**config.mk**
```make
export PLATFORM = sky130hd
export DESIGN_NAME = midi_running_status_parser_flat
export DESIGN_NICKNAME = d
export VERILOG_FILES = /design/src/hdl/mrsp_pkg.sv /design/src/hdl/mrsp_byte_if.sv /design/src/hdl/mrsp_msg_if.sv /design/src/hdl/mrsp_in_stage.sv /design/src/hdl/mrsp_decoder.sv /design/src/hdl/mrsp_out_stage.sv /design/src/hdl/midi_running_status_parser.sv /design/src/flat_wrapper.sv
export VERILOG_INCLUDE_DIRS = /design/src /design/src/hdl
export SDC_FILE = /design/constraint.sdc
export NUM_CORES = 1
export LEC_CHECK = 0
export BUFFER_PORTS_ARGS = -buffer_cell sky130_fd_sc_hd__buf_2
export CORE_UTILIZATION = 45
export DETAILED_ROUTE_END_ITERATION = 10
export MAX_ROUTING_LAYER = met4
export PLACE_DENSITY = 0.79
export SLEW_MARGIN = 20
export SYNTH_ARGS = -nofsm -noshare
export SYNTH_HDL_FRONTEND = slang
export SYNTH_SLANG_ARGS = --single-unit
export TNS_END_PERCENT = 50
```
**constraint.sdc**
```tcl
create_clock -name clk_i -period 2.8 [get_ports clk_i]
set_clock_uncertainty 0.15 [all_clocks]
set_input_delay 0.14 -clock clk_i [delete_from_list [all_inputs] [get_ports clk_i]]
set_output_delay 0.14 -clock clk_i [all_outputs]
set_load 0.1 [all_outputs]
```
**src/hdl/assert_macros.svh**
```systemverilog
// Assertion macros used by the MIDI parser RTL.
`ifndef ASSERT_MACROS_SVH
`define ASSERT_MACROS_SVH

// Check a property on every rising clock edge outside reset.
`define MRSP_ASSERT(lbl, prop, msg) \
  lbl: assert property (@(posedge clk_i) disable iff (!rst_ni) (prop)) else $error(msg);

// Check that a condition implies a consequence in the same cycle.
`define MRSP_ASSERT_IMP(lbl, ante, cons, msg) \
  lbl: assert property (@(posedge clk_i) disable iff (!rst_ni) (ante) |-> (cons)) \
    else $error(msg);

`endif

```
**src/hdl/mrsp_pkg.sv**
```systemverilog
// Package: constants, types and helpers of the MIDI running status parser.
`default_nettype none

package mrsp_pkg;

  localparam int unsigned PortWidth = 4;
  localparam int unsigned ByteWidth = 8;
  localparam int unsigned DataWidth = 7;
  localparam int unsigned CountWidth = 2;

  localparam logic [PortWidth-1:0] PortReset = 4'h0;

  localparam logic [ByteWidth-1:0] RealtimeMin = 8'hF8;
  localparam logic [ByteWidth-1:0] SysexEnd = 8'hF7;
  localparam logic [ByteWidth-1:0] SysexStart = 8'hF0;
  localparam logic [ByteWidth-1:0] NoStatus = 8'h00;
  localparam logic [ByteWidth-1:0] SongPosition = 8'hF2;
  localparam logic [ByteWidth-1:0] TimeCode = 8'hF1;
  localparam logic [ByteWidth-1:0] SongSelect = 8'hF3;
  localparam logic [3:0] ProgramChange = 4'hC;
  localparam logic [3:0] ChannelPressure = 4'hD;
  localparam logic [3:0] SystemNibble = 4'hF;

  localparam logic [CountWidth-1:0] CountZero = 2'd0;
  localparam logic [CountWidth-1:0] CountOne = 2'd1;
  localparam logic [CountWidth-1:0] CountTwo = 2'd2;

  typedef struct packed {
    logic [PortWidth-1:0] source_port;
    logic [ByteWidth-1:0] status_byte;
    logic [3:0]           channel;
    logic [DataWidth-1:0] data_one;
    logic [DataWidth-1:0] data_two;
  } msg_t;

  typedef struct packed {
    logic [ByteWidth-1:0]  running_status;
    logic [DataWidth-1:0]  first_data;
    logic [CountWidth-1:0] collected_count;
    logic [CountWidth-1:0] expected_count;
    logic                  in_sysex;
  } parse_state_t;

  function automatic logic [CountWidth-1:0] data_count(input logic [ByteWidth-1:0] s);
    logic [CountWidth-1:0] cnt;
    if (s[7:4] == SystemNibble) begin
      if (s == SongPosition) begin
        cnt = CountTwo;
      end else if (s == TimeCode || s == SongSelect) begin
        cnt = CountOne;
      end else begin
        cnt = CountZero;
      end
    end else if (s[7:4] == ProgramChange || s[7:4] == ChannelPressure) begin
      cnt = CountOne;
    end else begin
      cnt = CountTwo;
    end
    return cnt;
  endfunction

endpackage

`default_nettype wire

```
**src/hdl/mrsp_byte_if.sv**
```systemverilog
// Interface: input channel carrying one raw MIDI byte per word.
`default_nettype none

interface mrsp_byte_if;
  logic                           valid;
  logic                           ready;
  logic [mrsp_pkg::ByteWidth-1:0] in_byte;

  modport source (output valid, output in_byte, input ready);
  modport sink (input valid, input in_byte, output ready);
endinterface

`default_nettype wire

```
**src/hdl/mrsp_msg_if.sv**
```systemverilog
// Interface: output channel carrying one decoded MIDI message per word.
`default_nettype none

interface mrsp_msg_if;
  logic                           valid;
  logic                           ready;
  logic [mrsp_pkg::PortWidth-1:0] source_port;
  logic [mrsp_pkg::ByteWidth-1:0] status_byte;
  logic [3:0]                     channel;
  logic [mrsp_pkg::DataWidth-1:0] data_one;
  logic [mrsp_pkg::DataWidth-1:0] data_two;

  modport source (output valid, output source_port, output status_byte, output channel,
                  output data_one, output data_two, input ready);
  modport sink (input valid, input source_port, input status_byte, input channel,
                input data_one, input data_two, output ready);
endinterface

`default_nettype wire

```
**src/hdl/mrsp_in_stage.sv**
```systemverilog
// Input register: holds one received byte until the decoder takes it.
`default_nettype none

module mrsp_in_stage (
  input  wire logic                           clk_i,
  input  wire logic                           rst_ni,
  mrsp_byte_if.sink                           in_i,
  input  wire logic                           advance_i,
  output logic                                valid_o,
  output logic [mrsp_pkg::ByteWidth-1:0]      byte_o
);

  logic                           valid_q, valid_d;
  logic [mrsp_pkg::ByteWidth-1:0] byte_q;
  logic                           accept;

  assign in_i.ready = !valid_q || advance_i;
  assign accept = in_i.valid && in_i.ready;

  always_comb begin
    valid_d = valid_q;
    if (accept) begin
      valid_d = 1'b1;
    end else if (advance_i) begin
      valid_d = 1'b0;
    end
  end

  always_ff @(posedge clk_i or negedge rst_ni) begin
    if (!rst_ni) begin
      valid_q <= 1'b0;
    end else begin
      valid_q <= valid_d;
    end
  end

  always_ff @(posedge clk_i) begin
    if (accept) begin
      byte_q <= in_i.in_byte;
    end
  end

  assign valid_o = valid_q;
  assign byte_o = byte_q;

endmodule

`default_nettype wire

```
**src/hdl/mrsp_decoder.sv**
```systemverilog
// Decoder: running status state and the per-byte message decode.
`default_nettype none

`include "assert_macros.svh"

module mrsp_decoder (
  input  wire logic                           clk_i,
  input  wire logic                           rst_ni,
  input  wire logic                           advance_i,
  input  wire logic [mrsp_pkg::ByteWidth-1:0] byte_i,
  input  wire logic [mrsp_pkg::PortWidth-1:0] port_i,
  output logic                                emit_o,
  output mrsp_pkg::msg_t                      msg_o
);

  mrsp_pkg::parse_state_t state_q, state_d;
  logic [mrsp_pkg::CountWidth-1:0] new_count;

  assign new_count = mrsp_pkg::data_count(byte_i);

  always_comb begin
    state_d = state_q;
    emit_o = 1'b0;
    msg_o.source_port = port_i;
    msg_o.status_byte = byte_i;
    msg_o.channel = 4'h0;
    msg_o.data_one = '0;
    msg_o.data_two = '0;
    if (byte_i >= mrsp_pkg::RealtimeMin) begin
      emit_o = 1'b1;
    end else if (byte_i == mrsp_pkg::SysexEnd) begin
      state_d.in_sysex = 1'b0;
    end else if (state_q.in_sysex) begin
      // drop everything inside SysEx
    end else if (byte_i == mrsp_pkg::SysexStart) begin
      state_d.in_sysex = 1'b1;
      state_d.running_status = mrsp_pkg::NoStatus;
    end else if (byte_i[7]) begin
      state_d.running_status = byte_i;
      state_d.collected_count = mrsp_pkg::CountZero;
      state_d.expected_count = new_count;
      emit_o = (new_count == mrsp_pkg::CountZero);
    end else if (state_q.running_status == mrsp_pkg::NoStatus ||
                 state_q.expected_count == mrsp_pkg::CountZero) begin
      // drop stray data
    end else if (state_q.collected_count == mrsp_pkg::CountZero &&
                 state_q.expected_count == mrsp_pkg::CountTwo) begin
      state_d.first_data = byte_i[mrsp_pkg::DataWidth-1:0];
      state_d.collected_count = mrsp_pkg::CountOne;
    end else begin
      emit_o = 1'b1;
      msg_o.status_byte = state_q.running_status;
      msg_o.channel = state_q.running_status[3:0];
      if (state_q.expected_count == mrsp_pkg::CountTwo) begin
        msg_o.data_one = state_q.first_data;
        msg_o.data_two = byte_i[mrsp_pkg::DataWidth-1:0];
      end else begin
        msg_o.data_one = byte_i[mrsp_pkg::DataWidth-1:0];
      end
      state_d.collected_count = mrsp_pkg::CountZero;
    end
  end

  always_ff @(posedge clk_i or negedge rst_ni) begin
    if (!rst_ni) begin
      state_q <= '0;
    end else if (advance_i) begin
      state_q <= state_d;
    end
  end

  `MRSP_ASSERT(a_collected_bound, state_q.collected_count <= mrsp_pkg::CountOne,
               "collected count above one")
  `MRSP_ASSERT_IMP(a_collected_needs_two, state_q.collected_count != mrsp_pkg::CountZero,
                   state_q.expected_count == mrsp_pkg::CountTwo,
                   "first data held for a message without two data bytes")
  `MRSP_ASSERT_IMP(a_sysex_no_status, state_q.in_sysex,
                   state_q.running_status == mrsp_pkg::NoStatus,
                   "running status set inside SysEx")
  `MRSP_ASSERT_IMP(a_status_msb, state_q.running_status != mrsp_pkg::NoStatus,
                   state_q.running_status[7], "running status is not a status byte")

endmodule

`default_nettype wire

```
**src/hdl/mrsp_out_stage.sv**
```systemverilog
// Result register: holds one decoded message until the sink takes it.
`default_nettype none

module mrsp_out_stage (
  input  wire logic           clk_i,
  input  wire logic           rst_ni,
  input  wire logic           load_i,
  input  wire mrsp_pkg::msg_t msg_i,
  output logic                ready_o,
  mrsp_msg_if.source          out_o
);

  logic           valid_q, valid_d;
  mrsp_pkg::msg_t msg_q;

  assign ready_o = !valid_q || out_o.ready;

  always_comb begin
    valid_d = valid_q;
    if (load_i) begin
      valid_d = 1'b1;
    end else if (out_o.ready) begin
      valid_d = 1'b0;
    end
  end

  always_ff @(posedge clk_i or negedge rst_ni) begin
    if (!rst_ni) begin
      valid_q <= 1'b0;
    end else begin
      valid_q <= valid_d;
    end
  end

  always_ff @(posedge clk_i) begin
    if (load_i) begin
      msg_q <= msg_i;
    end
  end

  assign out_o.valid = valid_q;
  assign out_o.source_port = msg_q.source_port;
  assign out_o.status_byte = msg_q.status_byte;
  assign out_o.channel = msg_q.channel;
  assign out_o.data_one = msg_q.data_one;
  assign out_o.data_two = msg_q.data_two;

endmodule

`default_nettype wire

```
**src/hdl/midi_running_status_parser.sv**
```systemverilog
// Top level: MIDI byte stream parser with running status.
`default_nettype none

// Takes one MIDI byte per word on in_i and gives at most one decoded message per byte on
// out_o. A new byte is taken every cycle while out_o does not hold off a message; each
// message passes through the input register, the single decode step and the result
// register to out_o. Realtime bytes come out at once even inside other messages or SysEx;
// bytes inside SysEx are dropped, as is data with no usable running status. cfg_wdata_i
// sets the port number copied into every message and is written when cfg_we_i is high;
// the user must write it only with the block idle, which the block does not enforce.
module midi_running_status_parser (
  input  wire logic                           clk_i,
  input  wire logic                           rst_ni,
  input  wire logic                           cfg_we_i,
  input  wire logic [mrsp_pkg::PortWidth-1:0] cfg_wdata_i,
  mrsp_byte_if.sink                           in_i,
  mrsp_msg_if.source                          out_o
);

  logic [mrsp_pkg::PortWidth-1:0] port_q;
  logic                           s1_valid;
  logic [mrsp_pkg::ByteWidth-1:0] s1_byte;
  logic                           s1_advance;
  logic                           emit;
  logic                           out_ready;
  mrsp_pkg::msg_t                 msg;

  always_ff @(posedge clk_i or negedge rst_ni) begin
    if (!rst_ni) begin
      port_q <= mrsp_pkg::PortReset;
    end else if (cfg_we_i) begin
      port_q <= cfg_wdata_i;
    end
  end

  assign s1_advance = s1_valid && (!emit || out_ready);

  mrsp_in_stage u_in_stage (
    .clk_i    (clk_i),
    .rst_ni   (rst_ni),
    .in_i     (in_i),
    .advance_i(s1_advance),
    .valid_o  (s1_valid),
    .byte_o   (s1_byte)
  );

  mrsp_decoder u_decoder (
    .clk_i    (clk_i),
    .rst_ni   (rst_ni),
    .advance_i(s1_advance),
    .byte_i   (s1_byte),
    .port_i   (port_q),
    .emit_o   (emit),
    .msg_o    (msg)
  );

  mrsp_out_stage u_out_stage (
    .clk_i  (clk_i),
    .rst_ni (rst_ni),
    .load_i (s1_advance && emit),
    .msg_i  (msg),
    .ready_o(out_ready),
    .out_o  (out_o)
  );

endmodule

`default_nettype wire

```
**src/flat_wrapper.sv**
```systemverilog
// flat-port wrapper written by rule: the top's interface ports become plain ports
module midi_running_status_parser_flat 
  (clk_i, rst_ni, cfg_we_i, cfg_wdata_i, in_i_valid, in_i_in_byte, in_i_ready, out_o_valid, out_o_source_port, out_o_status_byte, out_o_channel, out_o_data_one, out_o_data_two, out_o_ready);
  mrsp_byte_if in_i_i ();
  mrsp_msg_if out_o_i ();
  input  wire logic clk_i;
  input  wire logic rst_ni;
  input  wire logic cfg_we_i;
  input  wire logic [mrsp_pkg::PortWidth-1:0] cfg_wdata_i;
  input wire logic [$bits(in_i_i.valid)-1:0] in_i_valid;
  input wire logic [$bits(in_i_i.in_byte)-1:0] in_i_in_byte;
  output wire logic [$bits(in_i_i.ready)-1:0] in_i_ready;
  output wire logic [$bits(out_o_i.valid)-1:0] out_o_valid;
  output wire logic [$bits(out_o_i.source_port)-1:0] out_o_source_port;
  output wire logic [$bits(out_o_i.status_byte)-1:0] out_o_status_byte;
  output wire logic [$bits(out_o_i.channel)-1:0] out_o_channel;
  output wire logic [$bits(out_o_i.data_one)-1:0] out_o_data_one;
  output wire logic [$bits(out_o_i.data_two)-1:0] out_o_data_two;
  input wire logic [$bits(out_o_i.ready)-1:0] out_o_ready;
  assign in_i_i.valid = in_i_valid;
  assign in_i_i.in_byte = in_i_in_byte;
  assign in_i_ready = in_i_i.ready;
  assign out_o_valid = out_o_i.valid;
  assign out_o_source_port = out_o_i.source_port;
  assign out_o_status_byte = out_o_i.status_byte;
  assign out_o_channel = out_o_i.channel;
  assign out_o_data_one = out_o_i.data_one;
  assign out_o_data_two = out_o_i.data_two;
  assign out_o_i.ready = out_o_ready;
  midi_running_status_parser u_core (.clk_i(clk_i), .rst_ni(rst_ni), .cfg_we_i(cfg_we_i), .cfg_wdata_i(cfg_wdata_i), .in_i(in_i_i), .out_o(out_o_i));
endmodule
```
### After elaboration in Yosys (flattened, before gate mapping)

Index checks and enable logic that the tools add are counted.

| operators by class | value |
|---|---|
| order comparisons | 1 |
| equal/unequal tests | 10 |
| muxes and demuxes | 33 |
| bitwise logic cells | 7 |
| reduce and logical (&&, ||, !) cells | 27 |

Operator list:

| cell | count |
|---|---|
| 2-to-1 mux 26 bit | 7 |
| == test 8 bit (second input constant) | 5 |
| 2-to-1 mux 7 bit | 3 |
| 2-to-1 mux 1 bit | 16 |
| 2-to-1 mux 8 bit | 2 |
| == test 4 bit (second input constant) | 3 |
| AND reduction 6 bit | 2 |
| 2-to-1 mux 9 bit | 1 |
| >= comparator 8 bit (second input constant) | 1 |
| zero test 8 bit | 1 |
| 2-to-1 mux 2 bit | 4 |
| AND reduction 8 bit | 1 |
| OR reduction 8 bit | 1 |
| inverter 1 bit | 7 |
| OR reduction 7 bit | 1 |
| zero test 2 bit | 3 |
| logical OR 1 bit | 6 |
| nonzero test 2 bit | 3 |
| AND reduction 5 bit | 1 |
| logical AND 1 bit | 4 |
| zero test 1 bit | 3 |
| == test 2 bit (second input constant) | 1 |
| inequality test 2 x 1 -> 1 bit (second input constant) | 1 |
| AND reduction 2 bit | 1 |

| word-level totals | value |
|---|---|
| flip-flop bits (word level) | 64 |

### Logic depth before layout (Yosys ltp)

Gate-level depths: netlist of run 1.

| logic depth | value |
|---|---|
| word-level depth | 17 |
| gate-level depth with buffers | 6 |

### Cells and area by module

Synthesis of run 1 repeated with hierarchy kept, for this count alone.

| unflattened totals | value |
|---|---|
| cells, all modules | 193 |
| area, all modules | 2,738.9 sq um |

Modules (own cells, without submodules):

| module | instances | cells each | area each (sq um) | seq. area each (sq um) |
|---|---|---|---|---|
| mrsp_decoder | 1 | 137 | 1,333.8 | 475.5 |
| mrsp_out_stage | 1 | 33 | 948.4 | 925.9 |
| mrsp_in_stage | 1 | 12 | 294.0 | 265.3 |
| midi_running_status_parser | 1 | 11 | 162.7 | 100.1 |

### Least setup slack after synthesis of run 1

No wires, ideal clock.

| timing path | value |
|---|---|
| path type | reg2reg |
| start | register u_core.u_in_stage.byte_q, in the netlist u_core.u_in_stage.byte_o[2] |
| end | register u_core.u_out_stage.msg_q, in the netlist u_core.u_out_stage.out_o.channel[0], enable pin |
| arrival time | 2.191 ns |
| required time | 2.260 ns |
| setup slack | 0.069 ns |
| cell stages (with the launch flop) | 7 |
| cells stage by stage | edfxtp_1 clkbuf_1 and3_1 o211ai_1 o211ai_1 o21ai_0 and3b_1 |

| on the way | value |
|---|---|
| longest elaborated chain between the ends | 15 |
| elaborated cells on any way between the ends | 20 |

RTL lines:

| item | RTL line | text |
|---|---|---|
| from (decl) | mrsp_in_stage.sv:14 | `logic [mrsp_pkg::ByteWidth-1:0] byte_q;` |
| from (signal assigned) | mrsp_in_stage.sv:39 | `byte_q <= in_i.in_byte;` |
| == test 8 bit | mrsp_pkg.sv:49 | `end else if (s == TimeCode \|\| s == SongSelect) begin` |
| logical OR 1 bit | mrsp_pkg.sv:49 |  |
| 2-to-1 mux 1 bit | mrsp_pkg.sv:49 |  |
| 2-to-1 mux 2 bit | mrsp_pkg.sv:47 | `if (s == SongPosition) begin` |
| 2-to-1 mux 2 bit | mrsp_pkg.sv:46 | `if (s[7:4] == SystemNibble) begin` |
| zero test 2 bit | mrsp_decoder.sv:42 | `emit_o = (new_count == mrsp_pkg::CountZero);` |
| 2-to-1 mux 1 bit | mrsp_decoder.sv:38 | `end else if (byte_i[7]) begin` |
| 2-to-1 mux 1 bit | mrsp_decoder.sv:35 | `end else if (byte_i == mrsp_pkg::SysexStart) begin` |
| 2-to-1 mux 1 bit | mrsp_decoder.sv:33 | `end else if (state_q.in_sysex) begin` |
| 2-to-1 mux 1 bit | mrsp_decoder.sv:31 | `end else if (byte_i == mrsp_pkg::SysexEnd) begin` |
| 2-to-1 mux 1 bit (*) | mrsp_decoder.sv:29 | `if (byte_i >= mrsp_pkg::RealtimeMin) begin` |
| zero test 1 bit | midi_running_status_parser.sv:36 | `assign s1_advance = s1_valid && (!emit \|\| out_ready);` |
| logical OR 1 bit | midi_running_status_parser.sv:36 |  |
| logical AND 1 bit | midi_running_status_parser.sv:36 |  |
| logical AND 1 bit (*) | midi_running_status_parser.sv:60 | `.load_i (s1_advance && emit),` |
| net u_core.u_out_stage.load_i | mrsp_out_stage.sv:7 | `input wire logic load_i,` |
| to (signal assigned) | mrsp_out_stage.sv:37 | `msg_q <= msg_i;` |
| to (decl) | mrsp_out_stage.sv:14 | `mrsp_pkg::msg_t msg_q;` |

Mark *: on every way through the listed nets, which the timed path passes. The rest lies on a longest branch.
A chain may end at the register's enable or synchronous reset.

### Final worst setup path of run 1

| timing path | value |
|---|---|
| start | register u_core.u_decoder.state_q[13] (netlist name) |
| end | output in_i_ready |

| on the way | value |
|---|---|
| longest elaborated chain between the ends | 12 |

RTL lines:

| item | RTL line | text |
|---|---|---|
| from (decl) | mrsp_decoder.sv:16 | `mrsp_pkg::parse_state_t state_q, state_d;` |
| from (signal assigned) | mrsp_decoder.sv:68 | `state_q <= state_d;` |
| zero test 8 bit | mrsp_decoder.sv:43 | `end else if (state_q.running_status == mrsp_pkg::NoStatus \|\|` |
| logical OR 1 bit | mrsp_decoder.sv:43 |  |
| 2-to-1 mux 1 bit | mrsp_decoder.sv:43 |  |
| 2-to-1 mux 1 bit | mrsp_decoder.sv:38 |  |
| 2-to-1 mux 1 bit | mrsp_decoder.sv:35 |  |
| 2-to-1 mux 1 bit | mrsp_decoder.sv:33 |  |
| 2-to-1 mux 1 bit | mrsp_decoder.sv:31 |  |
| 2-to-1 mux 1 bit | mrsp_decoder.sv:29 |  |
| zero test 1 bit | midi_running_status_parser.sv:36 |  |
| logical OR 1 bit | midi_running_status_parser.sv:36 |  |
| logical AND 1 bit | midi_running_status_parser.sv:36 |  |
| logical OR 1 bit | mrsp_in_stage.sv:17 | `assign in_i.ready = !valid_q \|\| advance_i;` |
| to (decl) | flat_wrapper.sv:12 | `output wire logic [$bits(in_i_i.ready)-1:0] in_i_ready;` |

No other way between the ends.

==> impl_metrics.csv, run 1 <==
group,metric,value,unit
run_status,status,"finished, final reports clean",
timing,fmax,378.2,MHz
pwr,intPower,1.692,mW
finish,final_util,59.87,%
timing,final_hold_viol_count,0,
yosys,ys_ff_latch,63,
yosys,synthDistinctLibCells,39,
yosys,synth.area.mux_share,8.503,%
timing,rsz0062_at_grt,"false",
clock_tree,clk_pin_slew,0.06,ns
clock_tree,cts_made_buffers,9,
floorplan,start_util,47.52,%
global_routing,grt_overflow,0,
yosys,synth_nets,211,
yosys,synth-simple-area-share,12.66,%
setup_path,crit_arrival,2.35,ns
clock_tree,cts_tree,"yes",
clock_tree,clockBufferDepth,2,
setup_path,end_kind,"primary output",
yosys,synthTopCellsByArea,"edfxtp_1, dfrtp_1, mux2_2",
setup_path,path_max_fanout,7,
yosys,synth_xor_area_share,0,%
timing,relSlewSlack,62.42,%
yosys,synth-compound-area-share,9.872,%
yosys,ys_top_cells_by_count,"edfxtp_1, dfrtp_1, nand2_1",
yosys,syn_area_per_cell,13.65,sq um
run,maxCapViolations,0,
finish,antenna_cells,0,
yosys,synthAdderAreaFrac,0,%
global_routing,grt.total_usage,19.35,%
floorplan,num_rows,27,
place,numPortBuffers,48,
global_routing,antenna_found_initial,0,
timing,finalMaxSlewViolations,0,
clock_tree,cts_root_buf,"clkbuf_8",
yosys,netlist_area,2649,sq um
route,ant_nets,0,
floorplan,die_w,78.72,um
clock_tree,cts_sinks,63,
pwr,p_leak,1.408,nW
pwr,power_density,729.6,nW/um^2
setup_path,cp.required,2.51,ns
route,drc,0,
yosys,yosysSeqAreaShare,66.70,%
timing,period_share,94.43,%
yosys,synth_top_family_by_area,"simple AND/OR/NAND/NOR gates",
place,dp_hpwl,3144,um
global_routing,grt_max_degree,31,
timing,fin_crit,2.644,ns
yosys,synthFlopType,"edfxtp_1",
yosys,async_flop_share,39.68,%
floorplan,die_y,78.72,um
setup_path,cp-start-kind,"flip-flop",
floorplan,pin_count,49,
pwr,power.switching,0.7427,mW
pwr,power_frac_comb,21.1,%
route,routed_wl,5058,um
yosys,yosysMostFrequentCell,"edfxtp_1",
finish,layout.nets,281,
pwr,switching_share,30.51,%
route,wl_per_cell,14.83,um
yosys,synth_edf_count,38,
timing,tns,0,ns
route,vias,1787,
yosys,synth_top_area_share,43.08,%
finish,final_cell_area,3337,sq um
place,gp_congestion,0.9297,
yosys,synth_top_cell_by_area,"edfxtp_1",
finish,area_growth,25.98,%
route,detail_route.iter0.violations,166,
timing,worst_pin_slew,0.5637,ns
clock_tree,clock_latency,0.33,ns
place,placed_area,2969,sq um
setup_path,regToRegSetupSlack,0.32,ns
pwr,power.share.sequential,49.5,%
route,drt_pass1_iterations,4,
global_routing,grt_first_pass_wirelength,8452,um
setup_path,critPathKind,"reg -> out",
route,via_per_inst,5.240,
floorplan,core,5574,sq um
yosys,synth_warnings,0,
timing,holdWs,0.07226,ns
finish,fillers,423,
pwr,totalPowerFinal,2.435,mW
timing,finalSetupViolations,0,
floorplan,die_area,6197,sq um
clock_tree,htreeDepth,3,
pwr,clkPwrFrac,29.4,%
pwr,vdd_drop_max,0.0003023,V
yosys,syn_inst,194,
hold_path,holdCritPathClass,"in -> reg",
clock_tree,cts_setup_buffers,0,
global_routing,grt_pass1_vias,1756,
finish,drive_gt1_share,31.23,%
==> state kept, by name (all words and copies together), names as in the netlist <==
register and count:
u_core.u_out_stage.out_o.data_one 7, u_core.u_decoder.state_q 19, u_core.port_q 4, u_core.u_out_stage.out_o.status_byte 8
u_core.u_in_stage.valid_o 1, u_core.u_out_stage.out_o.channel 4, u_core.u_out_stage.out_o.valid 1, u_core.u_out_stage.out_o.source_port 4
u_core.u_in_stage.byte_o 8, u_core.u_out_stage.out_o.data_two 7
==> worst paths after layout <==
check	startpoint	endpoint	cells after the start
min in group asynchronous	rst_ni	u_core.u_in_stage.valid_o	2
setup / recovery	u_core.u_decoder.state_q[13]	in_i_ready	6
max in group asynchronous	rst_ni	u_core.u_decoder.state_q[11]	2
hold / removal	out_o_ready	u_core.u_out_stage.out_o.valid	3
setup reg to reg	u_core.u_in_stage.byte_o[0]	u_core.u_out_stage.out_o.data_one[0]	6
hold reg to reg	u_core.port_q[1]	u_core.u_out_stage.out_o.source_port[1]	0
==> cells in the final DEF, fill, tap and decap left out, types with 4 or more instances in the layout <==
master / count
buf_2: 47
edfxtp_1: 38
nand2_1: 25
dfrtp_1: 25
dlygate4sd3_1: 18
mux2_2: 12
a21oi_1: 9
clkbuf_8: 9
and2_1: 7
inv_1: 6
o21ai_0: 6
a21o_1: 5
nor2b_1: 5
and3_1: 4
mux2_4: 4
==> cell type report <==
cell class	instances	area [sq um]	area share (%)
Clock inverter	6	51.30	1.537
Inverter	6	22.52	0.6749
Multi-Input combinational cell	116	828.3	24.82
Tap cell	72	90.09	2.700
Clock buffer	10	127.6	3.825
Timing Repair Buffer	68	450.4	13.50
Sequential cell	63	1767	52.94
==> worst max-delay path: stages, from the launching register on <==
cell      delay, ns
dfrtp_1        0.39
nor4_1         0.46
a211oi_2       0.24
o211ai_1       0.21
o21ai_0        0.22
nand3_1        0.16
clkbuf_4       0.34
==> timing repair <==
| item | 4_1_cts | 5_1_grt |
|---|---|---|
| endpoints found under the hold margin | 38 | 0 |
| endpoints found under the setup margin | 0 | 1 |
| hold buffers | 18 | 0 |
| resized for setup | 0 | 2 |
==> metrics by stage <==
| stage | cells | worst slack (ns) |
|---|---|---|
| after floorplan | 194 | 0.06912 |
| after global placement | 307 | 0.4560 |
| after detailed placement | 307 | 0.4063 |
| after CTS | 341 | 0.05888 |
| after global routing | 341 | 0.003950 |
| final | 341 | 0.1561 |
==> power groups by stage <==
stage,sequential (mW),clock (mW),combinational (mW)
2_1_floorplan,1.38,0,0.225
3_3_place_gp,1.21,0,0.480
3_5_place_dp,1.22,0,0.488
4_1_cts,1.20,0.736,0.513
5_1_grt,1.22,0.773,0.556
6_report,1.20,0.717,0.514
==> layer usage <==
metal | wire length [um] | GRT usage [%] | up-vias | share of wire (%)
li1 | - | - | 854 | -
met3 | 358 | 5.862 | 9 | 7.1
met4 | 99 | 11.85 | 0 | 2.0
met2 | 2455 | 28.17 | 69 | 49
met1 | 2144 | 23.70 | 855 | 42
met5 | 0 | - | - | 0
==> cells by family after synthesis <==
| family | count (synthesis) |
|---|---|
| DFF | 63 |
| AOI/OAI and AO/OA | 36 |
| and+or+nand+nor | 61 |
| buffers and inverters | 15 |
| muxes | 19 |
No activity file was read; power rests on OpenSTA's default activity.
==> run 2: changes to the inputs <==
--- a/config.mk
+++ b/config.mk
@@ -14,5 +14,6 @@
 export SLEW_MARGIN = 20
 export SYNTH_ARGS = -nofsm -noshare
 export SYNTH_HDL_FRONTEND = slang
+export SYNTH_HIERARCHICAL = 1
 export SYNTH_SLANG_ARGS = --single-unit
 export TNS_END_PERCENT = 50
==> run 2 against run 1 <==
  * Sequential cell count did not move
  * Critical endpoint is now u_core/u_decoder/state_q[8]
  * Largest power group unchanged
  * Clock power rose by 34%
  * Critical path type is now reg -> reg
  * Core utilization barely moved
  * Global-route usage rose by 0.35 points
  * Non-clock buffer count rose by 13
  * Highest routed layer unchanged
  * Register-to-register slack got worse by 0.14 ns
  * Critical path depth rose by 2
==> impl_metrics.csv, run 2 <==
group,metric,value,unit
run_status,status,"finished, final reports clean",
clock_tree,cts_setup_buffers,0,
pwr,intPower,2.085,mW
place,gp_congestion,0.9252,
yosys,synthTopCellsByArea,"edfxtp_1, dfrtp_1, mux2_4",
yosys,synthFlopType,"edfxtp_1",
floorplan,die_w,80.02,um
finish,layout.nets,286,
hold_path,holdCritPathClass,"in -> async",
route,via_per_inst,5.327,
run,maxCapViolations,0,
timing,final_hold_viol_count,0,
timing,worst_pin_slew,0.5648,ns
pwr,power.share.sequential,40.7,%
clock_tree,cts_tree,"yes",
pwr,switching_share,33.81,%
pwr,totalPowerFinal,3.150,mW
finish,largest_reg_flops,19,
pwr,power_density,893.6,nW/um^2
timing,fmax,381.7,MHz
floorplan,die_y,80.02,um
clock_tree,cts_sinks,63,
yosys,synth_warnings,6,
setup_path,path_cells,"nor4_4 -> nand2_1 -> nand2_1 -> o21ai_0 -> a21boi_0 -> nor2b_1 -> and4_2 -> mux2_4",
finish,antenna_cells,0,
global_routing,antenna_found_initial,0,
yosys,yosysSeqAreaShare,64.50,%
yosys,ys_top_cells_by_count,"edfxtp_1, dfrtp_1, nand2_1",
clock_tree,clock_latency,0.34,ns
floorplan,pin_count,49,
route,drc,0,
route,vias,1859,
timing,finalSetupViolations,0,
pwr,clkPwrFrac,30.4,%
setup_path,path_max_fanout,8,
route,wl_per_cell,15.56,um
global_routing,grt_overflow,0,
pwr,vdd_drop_max,0.0004325,V
floorplan,die_area,6402,sq um
yosys,syn_area_per_cell,14.19,sq um
clock_tree,clockBufferDepth,2,
finish,drive_gt1_share,38.69,%
timing,finalMaxSlewViolations,0,
yosys,netlist_area,2739,sq um
timing,period_share,93.56,%
route,drt_pass1_iterations,4,
pwr,p_leak,1.538,nW
setup_path,end_kind,"flip-flop",
timing,fin_crit,2.620,ns
finish,final_common_cell,"buf_2",
global_routing,grt.total_usage,19.69,%
finish,final_cell_area,3525,sq um
pwr,power.switching,1.065,mW
clock_tree,cts_root_buf,"clkbuf_8",
yosys,synth_nets,210,
setup_path,critPathKind,"reg -> reg",
yosys,ys_ff_latch,63,
global_routing,grt_first_pass_wirelength,8811,um
yosys,async_flop_share,39.68,%
finish,area_growth,28.69,%
setup_path,cp-start-kind,"flip-flop",
route,routed_wl,5429,um
clock_tree,htreeDepth,3,
yosys,synthDistinctLibCells,43,
finish,top_register,"u_core/u_decoder/state_q",
floorplan,start_util,46.53,%
place,place_ws,0.09985,ns
yosys,synth_top_cell_by_area,"edfxtp_1",
timing,worst_slack,0.1802,ns
yosys,yosysMostFrequentCell,"edfxtp_1",
finish,mostFrequentLayoutCells,"buf_2, edfxtp_1, dfrtp_1, dlygate4sd3_1, nand2_1",
route,detail_route.iter0.violations,152,
pwr,power_frac_comb,28.9,%
floorplan,num_rows,28,
route,ant_nets,0,
yosys,synth_top_area_share,41.66,%
setup_path,crit_top_cell,"nand2_1",
setup_path,cp_slowest_cell,"dfrtp_1",
setup_path,cp.required,2.87,ns
place,numPortBuffers,48,
timing,relSlewSlack,61.82,%
setup_path,slowest_delay,0.42,ns
setup_path,crit_arrival,2.69,ns
yosys,synth_edf_count,38,
floorplan,core,5886,sq um
clock_tree,cts_made_buffers,9,
yosys,syn_inst,193,
place,placed_area,3088,sq um
clock_tree,clk_pin_slew,0.07,ns
global_routing,grt_pass1_vias,1814,
place,dp_hpwl,3550,um
global_routing,grt_max_degree,26,
## run 2: cell types whose count changed after synthesis, sizes merged, moves of 3 or more
cell	change
a22o	+3
o21ai	-4
and3	+8
nand2	-6
nand2b	+4
buf	+11
nor2b	-4
and2	-4
a21oi	+3
clkbuf	-4
## run 2: stage by stage
| stage | hold slack, ns | utilization (%) | cells | setup TNS [ns] |
|---|---|---|---|---|
| floorplan | -0.3056 | - | 193 | 0 |
| global placement | 0.007242 | 52.47 | 314 | 0 |
| detailed placement | 0.01623 | 52.47 | 314 | 0 |
| CTS | 0.1713 | 59.86 | 349 | 0 |
| global route | 0.2042 | 59.89 | 349 | -0.03493 |
| finish | 0.1714 | 59.89 | 349 | 0 |
## run 2: logic make-up after synthesis
kind of cell	count (synthesis)	synth area share, %
AOI/OAI and AO/OA	34	8.817
buffers and inverters	20	4.385
DFF	63	64.50
muxes	19	9.274
and+or+nand+nor	57	13.02
## run 2: power by group through the flow
stage	Clock [mW]	Combinational (mW)	Sequential (mW)
after floorplan	0	0.392	1.62
final	0.958	0.909	1.28
after CTS	0.977	0.908	1.28
after global routing	1.02	0.964	1.30
after global placement	0	0.866	1.29
after detailed placement	0	0.882	1.30
## run 2: per-layer routing
| layer | track usage, % | up-vias | wire length, um |
|---|---|---|---|
| met5 | - | - | 0 |
| met4 | 9.464 | 0 | 95 |
| met3 | 6.514 | 14 | 409 |
| met2 | 28.72 | 84 | 2652 |
| met1 | 24.75 | 902 | 2272 |
| li1 | - | 859 | - |
## run 2: layout make-up
class / count / area (sq um)
Tap cell: 75 / 93.84
Timing Repair Buffer: 81 / 550.5
Inverter: 4 / 15.01
Clock inverter: 6 / 107.6
Sequential cell: 63 / 1767
Multi-Input combinational cell: 110 / 853.3
Clock buffer: 10 / 137.6
Fill cell: 482 / 2361
## run 2: repair_timing
action	4_1_cts	5_1_grt
resized for setup	0	1
hold endpoints to repair	39	0
hold buffers	19	0
endpoints found under the setup margin	0	7
## run 2: path summary, 6_finish.rpt
kind,from,endpoint,slack (ns),cells after the start
max in group asynchronous,rst_ni,u_core/u_decoder/state_q[18],1.95,2
min in group clk_i,u_core/port_q[0],u_core/u_out_stage/out_o.source_port[0],0.30,0
hold reg to reg,u_core/port_q[0],u_core/u_out_stage/out_o.source_port[0],0.30,0
hold / removal,rst_ni,u_core/u_decoder/state_q[15],0.17,2
setup / recovery,u_core/u_decoder/state_q[16],u_core/u_decoder/state_q[8],0.18,8
setup reg to reg,u_core/u_decoder/state_q[16],u_core/u_decoder/state_q[8],0.18,8
## run 2: worst max-delay path, delay by kind of cell (launching register included)
family          cells  cell delay, ns
mux                 1            0.33
flops               1            0.42
compound gates      2            0.35
simple gates        5            1.27
==> run 3: changes to the inputs <==
--- a/config.mk
+++ b/config.mk
@@ -7,10 +7,11 @@
 export NUM_CORES = 1
 export LEC_CHECK = 0
 export BUFFER_PORTS_ARGS = -buffer_cell sky130_fd_sc_hd__buf_2
+export CAP_MARGIN = 20
 export CORE_UTILIZATION = 45
 export DETAILED_ROUTE_END_ITERATION = 10
 export MAX_ROUTING_LAYER = met4
-export PLACE_DENSITY = 0.79
+export PLACE_DENSITY = 0.71
 export SLEW_MARGIN = 20
 export SYNTH_ARGS = -nofsm -noshare
 export SYNTH_HDL_FRONTEND = slang
==> constraint.sdc (replaced) <==
create_clock -name clk_i -period 2.7 [get_ports clk_i]
set_clock_uncertainty 0.15 [all_clocks]
set_input_delay 0.135 -clock clk_i [delete_from_list [all_inputs] [get_ports clk_i]]
set_output_delay 0.135 -clock clk_i [all_outputs]
set_load 0.1 [all_outputs]
==> run 3 against run 2 <==
  * Combinational power up 4.0%
  * Sequential cell count is the same
  * Final cell count increased by 0.29%
  * Sequential share of layout area rose by 0.14 points
  * Total power up 0.39%
  * First-iteration DRC count fell by 5.9%
  * Register-to-register slack improved by 0.03 ns
  * Routed wire length fell by 3.4%
==> impl_metrics.csv, run 3 (synthesis gave the netlist of run 2 again) <==
group,metric,value,unit
run_status,status,"finished, final reports clean",
place,dp_cells,315,
route,vias,1860,
pwr,power_density,899.7,nW/um^2
finish,final_common_cell,"buf_2",
finish,fin_cells,350,
pwr,p_leak,1.530,nW
floorplan,die_y,80.02,um
route,detail_route.iter0.violations,143,
place,gp_congestion,0.8412,
timing,finalSetupViolations,0,
pwr,vdd_drop_max,0.0004531,V
global_routing,grt_max_degree,26,
setup_path,cp-start-kind,"flip-flop",
timing,fin_crit,2.486,ns
run,maxCapViolations,0,
clock_tree,htreeDepth,3,
timing,finalMaxSlewViolations,0,
timing,final_hold_viol_count,0,
global_routing,antenna_found_initial,0,
pwr,totalPowerFinal,3.162,mW
global_routing,grt_first_pass_wirelength,8342,um
timing,fmax,402.2,MHz
floorplan,die_w,80.02,um
clock_tree,cts_made_buffers,9,
timing,tns,0,ns
global_routing,grt.total_usage,18.55,%
route,routed_wl,5246,um
setup_path,critPathKind,"reg -> reg",
global_routing,grt_overflow,0,
floorplan,core,5886,sq um
finish,layout.nets,287,
setup_path,end_kind,"flip-flop",
place,dp_hpwl,3382,um
timing,worst_pin_slew,0.5791,ns
setup_path,path_max_fanout,8,
finish,top_register,"u_core/u_decoder/state_q",
finish,drive_gt1_share,39.27,%
finish,antenna_cells,0,
setup_path,regToRegSetupSlack,0.21,ns
global_routing,grt_pass1_vias,1693,
finish,area_growth,28.32,%
setup_path,crit_arrival,2.56,ns
setup_path,path_cells,"nor4_4 -> nand2_2 -> nand2_1 -> o21ai_0 -> a21boi_1 -> nor2b_1 -> and4_1 -> buf_4 -> mux2_4",
route,top_layer_used,"met4",
floorplan,die_area,6402,sq um
setup_path,cp_slowest_cell,"dfrtp_1",
finish,largest_reg_flops,19,
floorplan,num_rows,28,
route,drc,0,
route,met3_length,247,um
setup_path,cp.required,2.77,ns
route,ant_nets,0,
setup_path,critPathBufInv,1,
finish,mostFrequentLayoutCells,"buf_2, edfxtp_1, dfrtp_1, dlygate4sd3_1, nand2_1",
route,via_per_inst,5.314,
clock_tree,cts_tree,"yes",
floorplan,start_util,46.53,%
timing,rsz0062_at_grt,"false",
route,wl_per_cell,14.99,um
floorplan,pin_count,49,
timing,relSlewSlack,61.39,%
setup_path,slowest_delay,0.42,ns
route,wl_met1,2369,um
timing,period_share,92.08,%
timing,holdWs,0.1778,ns
route,drt_pass1_iterations,4,
clock_tree,cts_root_buf,"clkbuf_8",
clock_tree,clk_pin_slew,0.07,ns
route,met2WireLength,2525,um
setup_path,path_delay_family,"simple AND/OR/NAND/NOR gates",
clock_tree,cts_sinks,63,
place,numPortBuffers,48,
hold_path,holdCritPathClass,"in -> async",
clock_tree,clockBufferDepth,2,
clock_tree,clock_latency,0.34,ns
-- run 3: changes by cell type in the layout (fill, tap and decap cells not counted) --
cell	before	now
and4_1	0	1
bufinv_16	3	1
clkbuf_8	10	11
and4_2	1	0
a21boi_1	0	1
nand2_1	19	18
buf_4	14	15
clkinv_1	1	0
clkinv_4	1	0
clkbuf_16	0	1
nand2_2	0	1
clkinvlp_4	0	2
a21boi_0	1	0
-- run 3: final timing paths --
| kind | to | start | cells after the start |
|---|---|---|---|
| setup / recovery | u_core/u_decoder/state_q[6] | u_core/u_decoder/state_q[16] | 9 |
| setup reg to reg | u_core/u_decoder/state_q[6] | u_core/u_decoder/state_q[16] | 9 |
| hold / removal | u_core/u_decoder/state_q[6] | rst_ni | 2 |
| min in group clk_i | u_core/u_out_stage/out_o.source_port[0] | u_core/port_q[0] | 0 |
| max in group asynchronous | u_core/port_q[0] | rst_ni | 2 |
| hold reg to reg | u_core/u_out_stage/out_o.source_port[0] | u_core/port_q[0] | 0 |
-- run 3: area by class of cell --
cell class | instances | area, sq um
Clock buffer | 12 | 176.4
Clock inverter | 4 | 50.05
Fill cell | 467 | 2371
Inverter | 4 | 15.01
Multi-Input combinational cell | 110 | 854.6
Sequential cell | 63 | 1767
Tap cell | 75 | 93.84
Timing Repair Buffer | 82 | 558.0
-- run 3: routing by layer --
| layer | track usage [%] | vias to the layer above |
|---|---|---|
| li1 | - | 862 |
| met5 | - | - |
| met3 | 4.229 | 13 |
| met2 | 27.26 | 65 |
| met1 | 23.68 | 920 |
| met4 | 10.54 | 0 |
-- run 3: power by group --
group | internal (mW) | switching (mW)
registers | 1.22 | 0.111
clock network | 0.531 | 0.359
logic | 0.313 | 0.632
-- run 3: metrics by stage --
stage                     area, sq um  util [%]  setup slack [ns]
after floorplan                  2739         -           0.01488
after global placement           3095     52.59            0.2487
after detailed placement         3095     52.59            0.1797
after CTS                        3512     59.67            0.1340
after global routing             3515     59.72         0.0006206
final                            3515     59.72            0.2137
-- run 3: repair_timing --
| item | in CTS | in global routing |
|---|---|---|
| setup buffers | 0 | 0 |
| hold buffers | 19 | 0 |
| setup endpoints to repair | 0 | 14 |
| gates resized for setup | 0 | 2 |
| hold endpoints to repair | 39 | 0 |
